<file path="config.mk">
export PLATFORM = sky130hd
export DESIGN_NAME = prc_ctrl
export DESIGN_NICKNAME = d
export VERILOG_FILES = /design/src/rtl/prc_pkg.sv /design/src/rtl/prc_ctrl.sv
export SDC_FILE = /design/constraint.sdc
export NUM_CORES = 1
export LEC_CHECK = 0
export BUFFER_PORTS_ARGS = -buffer_cell sky130_fd_sc_hd__buf_2
export CORE_UTILIZATION = 50
export DETAILED_ROUTE_END_ITERATION = 8
export GPL_TIMING_DRIVEN = 0
export PLACE_DENSITY = 0.87
export SLEW_MARGIN = 40
export SYNTH_ARGS = -nofsm -noshare
export SYNTH_HDL_FRONTEND = slang
export SYNTH_SLANG_ARGS = --single-unit
</file>
<file path="constraint.sdc">
create_clock -name clk -period 5.9 [get_ports clk]
set_clock_uncertainty 0.2 [all_clocks]
set_input_delay 0.295 -clock clk [delete_from_list [all_inputs] [get_ports clk]]
set_output_delay 0.295 -clock clk [all_outputs]
set_load 0.01 [all_outputs]
</file>
<file path="src/rtl/prc_pkg.sv">
`timescale 1ns / 1ps
package prc_pkg;

	localparam int MAX_VERTICES = 1024;
	localparam int MAX_EDGES    = 16384;

	localparam int VERT_W  = 10;
	localparam int EDGE_AW = $clog2(MAX_EDGES);
	localparam int ECNT_W  = $clog2(MAX_EDGES + 1);
	localparam int VCNT_W  = $clog2(MAX_VERTICES + 1);
	localparam int DEG_W   = ECNT_W;
	localparam int RANK_W  = 33;
	localparam int NEXT_W  = RANK_W + $clog2(MAX_VERTICES);
	localparam int CHG_W   = 44;
	localparam int DAMP_W  = 17;
	localparam int ITER_W  = 16;
	localparam int CFG_W   = 33;
	localparam int CFG_IDX_W = 2;
	localparam int PROD_W  = RANK_W + DAMP_W;
	localparam int FRAC_SH = 16;
	localparam int DIVD_W  = PROD_W - FRAC_SH;
	localparam int DIVS_W  = (DEG_W > VCNT_W) ? DEG_W : VCNT_W;

	localparam logic [DAMP_W-1:0] ONE_Q16  = DAMP_W'(65536);
	localparam logic [RANK_W-1:0] ONE_Q32  = {1'b1, {(RANK_W-1){1'b0}}};
	localparam logic [CHG_W-1:0]  CHG_MAX  = {CHG_W{1'b1}};

	localparam logic [DAMP_W-1:0] DAMP_RST  = DAMP_W'(55706);
	localparam logic [CFG_W-1:0]  THRES_RST = CFG_W'(42950);
	localparam logic [ITER_W-1:0] LIMIT_RST = ITER_W'(100);

	localparam logic [1:0] OP_EDGE = 2'd0;
	localparam logic [1:0] OP_RUN  = 2'd1;
	localparam logic [1:0] OP_READ = 2'd2;

	localparam logic [CFG_IDX_W-1:0] CFG_DAMPING   = 2'd0;
	localparam logic [CFG_IDX_W-1:0] CFG_THRESHOLD = 2'd1;
	localparam logic [CFG_IDX_W-1:0] CFG_LIMIT     = 2'd2;

	localparam logic [1:0] DIV_INIT  = 2'd0;
	localparam logic [1:0] DIV_TEL   = 2'd1;
	localparam logic [1:0] DIV_SHARE = 2'd2;

	typedef struct packed {
		logic [1:0]        op;
		logic [VERT_W-1:0] src_vertex;
		logic [VERT_W-1:0] dst_vertex;
	} in_item_t;

	typedef struct packed {
		logic [RANK_W-1:0] rank_value;
		logic              vertex_known;
		logic [ITER_W-1:0] iterations_done;
		logic              converged;
		logic              edges_dropped;
	} out_item_t;

	typedef struct packed {
		logic       req_load;
		logic       clr_wr;
		logic       idx_clr;
		logic       idx_inc;
		logic       edge_store;
		logic       set_drop;
		logic       deg_inc;
		logic       rank_rd;
		logic       run_empty;
		logic       run_start;
		logic       div_start;
		logic [1:0] div_sel;
		logic       init_load;
		logic       tel_load;
		logic       init_wr;
		logic       chg_init;
		logic       tot_clr;
		logic       conv_set;
		logic       sh_rd;
		logic       prod_load;
		logic       share_wr;
		logic       eg_rd;
		logic       eg_rd2;
		logic       eg_wr;
		logic       vx_rd;
		logic       vx_wr;
		logic       out_load;
	} cmd_t;

	typedef struct packed {
		logic [1:0] op;
		logic       full;
		logic       edge_empty;
		logic       last_v;
		logic       last_e;
		logic       last_clr;
		logic       go;
		logic       div_done;
		logic       out_free;
	} sts_t;

endpackage

</file>
<file path="src/rtl/prc_ctrl.sv">
`timescale 1ns / 1ps
module prc_ctrl import prc_pkg::*; (
	input  logic clk,
	input  logic arst_n,
	input  logic in_valid,
	output logic in_ready,
	input  sts_t sts,
	output cmd_t cmd
);

	localparam logic [4:0] ST_CLR    = 5'd0;
	localparam logic [4:0] ST_IDLE   = 5'd1;
	localparam logic [4:0] ST_DISP   = 5'd2;
	localparam logic [4:0] ST_E_WR   = 5'd3;
	localparam logic [4:0] ST_R_RD   = 5'd4;
	localparam logic [4:0] ST_OUT    = 5'd5;
	localparam logic [4:0] ST_DIV_I  = 5'd6;
	localparam logic [4:0] ST_DIV_T  = 5'd7;
	localparam logic [4:0] ST_INIT   = 5'd8;
	localparam logic [4:0] ST_CHK    = 5'd9;
	localparam logic [4:0] ST_SH_RD  = 5'd10;
	localparam logic [4:0] ST_SH_MUL = 5'd11;
	localparam logic [4:0] ST_SH_GO  = 5'd12;
	localparam logic [4:0] ST_SH_WT  = 5'd13;
	localparam logic [4:0] ST_EG_RD  = 5'd14;
	localparam logic [4:0] ST_EG_RD2 = 5'd15;
	localparam logic [4:0] ST_EG_WR  = 5'd16;
	localparam logic [4:0] ST_VX_RD  = 5'd17;
	localparam logic [4:0] ST_VX_WR  = 5'd18;

	logic [4:0] state_q, state_n;

	always_comb begin
		cmd     = '0;
		state_n = state_q;
		in_ready = state_q == ST_IDLE;
		case (state_q)
			ST_CLR: begin
				cmd.clr_wr  = 1'b1;
				cmd.idx_inc = 1'b1;
				if (sts.last_clr) begin
					cmd.idx_clr = 1'b1;
					state_n     = ST_IDLE;
				end
			end
			ST_IDLE: begin
				if (in_valid) begin
					cmd.req_load = 1'b1;
					state_n      = ST_DISP;
				end
			end
			ST_DISP: begin
				case (sts.op)
					OP_EDGE: begin
						if (sts.full) begin
							cmd.set_drop = 1'b1;
							state_n      = ST_IDLE;
						end else begin
							cmd.edge_store = 1'b1;
							state_n        = ST_E_WR;
						end
					end
					OP_RUN: begin
						cmd.run_start = 1'b1;
						if (sts.edge_empty) begin
							cmd.run_empty = 1'b1;
							state_n       = ST_OUT;
						end else begin
							cmd.div_start = 1'b1;
							cmd.div_sel   = DIV_INIT;
							state_n       = ST_DIV_I;
						end
					end
					OP_READ: begin
						cmd.rank_rd = 1'b1;
						state_n     = ST_R_RD;
					end
					default: state_n = ST_IDLE;
				endcase
			end
			ST_E_WR: begin
				cmd.deg_inc = 1'b1;
				state_n     = ST_IDLE;
			end
			ST_R_RD: state_n = ST_OUT;
			ST_OUT: begin
				if (sts.out_free) begin
					cmd.out_load = 1'b1;
					state_n      = ST_IDLE;
				end
			end
			ST_DIV_I: begin
				cmd.div_sel = DIV_TEL;
				if (sts.div_done) begin
					cmd.init_load = 1'b1;
					cmd.div_start = 1'b1;
					state_n       = ST_DIV_T;
				end
			end
			ST_DIV_T: begin
				if (sts.div_done) begin
					cmd.tel_load = 1'b1;
					cmd.idx_clr  = 1'b1;
					state_n      = ST_INIT;
				end
			end
			ST_INIT: begin
				cmd.init_wr = 1'b1;
				cmd.idx_inc = 1'b1;
				if (sts.last_v) begin
					cmd.chg_init = 1'b1;
					cmd.idx_clr  = 1'b1;
					state_n      = ST_CHK;
				end
			end
			ST_CHK: begin
				if (sts.go) begin
					cmd.idx_clr = 1'b1;
					cmd.tot_clr = 1'b1;
					state_n     = ST_SH_RD;
				end else begin
					cmd.conv_set = 1'b1;
					state_n      = ST_OUT;
				end
			end
			ST_SH_RD: begin
				cmd.sh_rd = 1'b1;
				state_n   = ST_SH_MUL;
			end
			ST_SH_MUL: begin
				cmd.prod_load = 1'b1;
				state_n       = ST_SH_GO;
			end
			ST_SH_GO: begin
				cmd.div_start = 1'b1;
				cmd.div_sel   = DIV_SHARE;
				state_n       = ST_SH_WT;
			end
			ST_SH_WT: begin
				cmd.div_sel = DIV_SHARE;
				if (sts.div_done) begin
					cmd.share_wr = 1'b1;
					if (sts.last_v) begin
						cmd.idx_clr = 1'b1;
						state_n     = ST_EG_RD;
					end else begin
						cmd.idx_inc = 1'b1;
						state_n     = ST_SH_RD;
					end
				end
			end
			ST_EG_RD: begin
				cmd.eg_rd = 1'b1;
				state_n   = ST_EG_RD2;
			end
			ST_EG_RD2: begin
				cmd.eg_rd2 = 1'b1;
				state_n    = ST_EG_WR;
			end
			ST_EG_WR: begin
				cmd.eg_wr = 1'b1;
				if (sts.last_e) begin
					cmd.idx_clr = 1'b1;
					state_n     = ST_VX_RD;
				end else begin
					cmd.idx_inc = 1'b1;
					state_n     = ST_EG_RD;
				end
			end
			ST_VX_RD: begin
				cmd.vx_rd = 1'b1;
				state_n   = ST_VX_WR;
			end
			ST_VX_WR: begin
				cmd.vx_wr = 1'b1;
				if (sts.last_v) begin
					cmd.idx_clr = 1'b1;
					state_n     = ST_CHK;
				end else begin
					cmd.idx_inc = 1'b1;
					state_n     = ST_VX_RD;
				end
			end
			default: state_n = ST_IDLE;
		endcase
	end

	always_ff @(posedge clk or negedge arst_n) begin
		if (!arst_n)
			state_q <= ST_CLR;
		else
			state_q <= state_n;
	end

endmodule
</file>
==> metrics.md <==
| Metric | Value |
|---|---|
| Status | `completed` |
| Synth cell count leaders | `nor2_1, nor3_1, inv_1, clkbuf_1, nand2b_1` |
| Final RePlAce weighted congestion | `0.955` |
| Final instance area | `1190 sq um` |
| Nets | `203` |
| Fmax | `380 MHz` |
| Storage element area | `125 sq um` |
| Post-place instance area | `1150 sq um` |
| Share of cells above drive strength 1 | `27.0%` |
| Routed Antenna Nets | `0` |
| Clock Tree Root | `clkbuf_4` |
| Largest fanout on the critical path | `9` |
| HPWL after DPL | `2230 um` |
| Critical path endpoint category | `primary output` |
| Minimum clock period | `2.63 ns` |
| Die width | `44.8 um` |
| Cell taking the most area after synthesis | `dfrtp_1` |
| Syn avg cell area | `6.58 sq um` |
| Post-Syn Area | `915 sq um` |
| # fillers | `167` |
| Register-to-Register Path Depth | `6` |
| RSZ-0062 raised after global routing | `no` |
| Largest net degree at the start of global routing | `11` |
| Worst Path Required | `5.41 ns` |
| CTS tree | `yes` |
| Slew HR | `65.2%` |
| Overall Global Routing Usage | `28.9%` |
| Slew Limit Fails | `0` |
| Crit Path Class | `reg2out` |
| Pwr per Cell Area | `441 nW/um^2` |
| Initial antenna violation count | `0` |
| Global-route wire length before repair | `4400 um` |
| Slew @ Worst Pin | `0.521 ns` |
| Max FFs per register | `5` |
| Vias/cell | `6.04` |
| Hold Path Class | `in2reg` |
| Initial Utilization | `53.0%` |
| Flop2flop setup slack | `3.75 ns` |
| Worst Hold Path Cells | `3` |
| Die Area | `2000 sq um` |
| # Max-Cap Violations | `0` |
| Ys flop type | `dfrtp_1` |
| DR pass1 iterations | `5` |
| Synth cell types | `40` |
| Post-synthesis cell count | `139` |
| CTS Buf Count | `3` |
| Wire per inst | `13.8 um` |
| Reg clk slew, reported paths | `0.05 ns` |
| Biggest regs | `state_q x5` |
| Grt ovf | `0` |
| PortBufs | `41` |
| Multi-input gate area | `692 sq um` |
| Most numerous cell in the Yosys netlist | `nor2_1` |
| Drt total wl | `2890 um` |
| Die H | `44.8 um` |
| Final setup violation count | `0` |
| Worst-Skew Late Latency | `0.24 ns` |
| Number of global-route vias before repair | `1048` |
| Top cell type's share of synthesized area | `13.7%` |
| Syn nets | `156` |
| H-tree lvl count | `1` |
| DRT iter0 DRCs | `50` |
| Share of synthesized flip-flops with an asynchronous set or reset | `100%` |
| Setup TNS | `0 ns` |
| Drt drc | `0` |
| Synth warn | `0` |
| Sequential share of the synthesized area | `13.7%` |
| Ranking of synthesized cells by area | `dfrtp_1, nor3_1, nor2_1` |
| Final Power | `0.524 mW` |
| Floorplan core area | `1730 sq um` |
| Largest reg by FF count | `state_q` |
| Final Hold Viols | `0` |
| Post-synth EDFFs | `0` |
| Leakage | `0.597 nW` |
| Final Cycle Share | `44.6%` |
| FF+latch count, synth | `5` |
| CP arrival | `2.13 ns` |
| Io pins | `42` |
| Diodes inserted | `0` |
| Vias | `1268` |
| Critical Path Source Type | `flop` |
| Synthesis-to-layout area growth | `29.8%` |
| Clock sinks | `5` |
| Peak supply drop | `0.000218 V` |
| FP Rows | `15` |
| Max Root-Sink Buffers | `2` |
-- through the flow --
| step | hold slack [ns] | std cells | utilization (%) | setup WS [ns] |
|---|---|---|---|---|
| final | 0.181 | 210 | 68.8 | 3.27 |
| after global routing | 0.227 | 210 | 68.8 | 3.25 |
| after CTS | 0.177 | 210 | 68.8 | 3.36 |
| after detailed placement | -0.0881 | 205 | 66.7 | 3.62 |
| after global placement | -0.0931 | 205 | 66.7 | 3.64 |
| after floorplan | -0.201 | 139 | - | 3.76 |
-- kinds of logic after synthesis --
group,Yosys count,synth area share [%]
simple gates,71,43.0
compound gates,32,23.8
buf+inv,24,10.7
flops,5,13.7
fa+ha+maj,4,5.47
mux,3,3.42
-- worst paths after layout --
path / startpoint / endpoint
setup / recovery: state_q[2] / cmd[25]
min in group asynchronous: arst_n / state_q[3]
hold / removal: sts[4] / state_q[4]
max in group asynchronous: arst_n / state_q[1]
setup reg to reg: state_q[2] / state_q[1]
hold reg to reg: state_q[1] / state_q[3]
-- critical path, cell delays in order (launching register included) --
cell and delay (ns):
dfrtp_1 0.35, clkbuf_1 0.20, or3b_2 0.55, nor3_1 0.43
a21oi_1 0.14, nand3_1 0.10, buf_2 0.13
-- report_power, final --
group / internal [mW] / total (mW) / switching [mW]
logic: 0.168 / 0.419 / 0.251
clock network: 0.0256 / 0.0401 / 0.0145
registers: 0.0504 / 0.0648 / 0.0144
-- what timing repair did --
item | in CTS | in global routing
endpoints found under the hold margin | 5 | 0
hold buffers | 1 | 0
resized for setup | 0 | 0
setup buffers | 0 | 0
-- layout by cell type (no fill, tap or decap), types with 2 or more instances in the layout --
cell type,n
buf_2,41
nor2_1,16
nor3_1,14
clkbuf_1,12
inv_1,12
nand2b_1,9
nand2_1,8
a21oi_1,6
o21ai_0,6
dfrtp_1,5
and2_1,4
a211o_1,4
a31oi_1,4
ha_1,4
nor2b_1,3
clkbuf_4,3
or3_1,2
nand4_1,2
mux2i_1,2
nor4_1,2
o221ai_1,2
a211oi_1,2
nand3b_1,2
-- final cells by class --
cell class | count | share of cell area (%)
Clock buffer | 4 | 2.21
Buffer | 12 | 4.43
Multi-Input combinational cell | 110 | 58.3
Tap cell | 25 | 2.63
Inverter | 12 | 3.79
Timing Repair Buffer | 42 | 18.1
Sequential cell | 5 | 10.5
-- layer usage --
layer  wire length, um  vias up  GRT usage, %
li1                  -      592             -
met1              1150      577          36.1
met2              1430       87          51.2
met3               253       12          6.00
met4                59        0          6.06
met5                 0        -             0
Power figures use the tool's default switching activity.
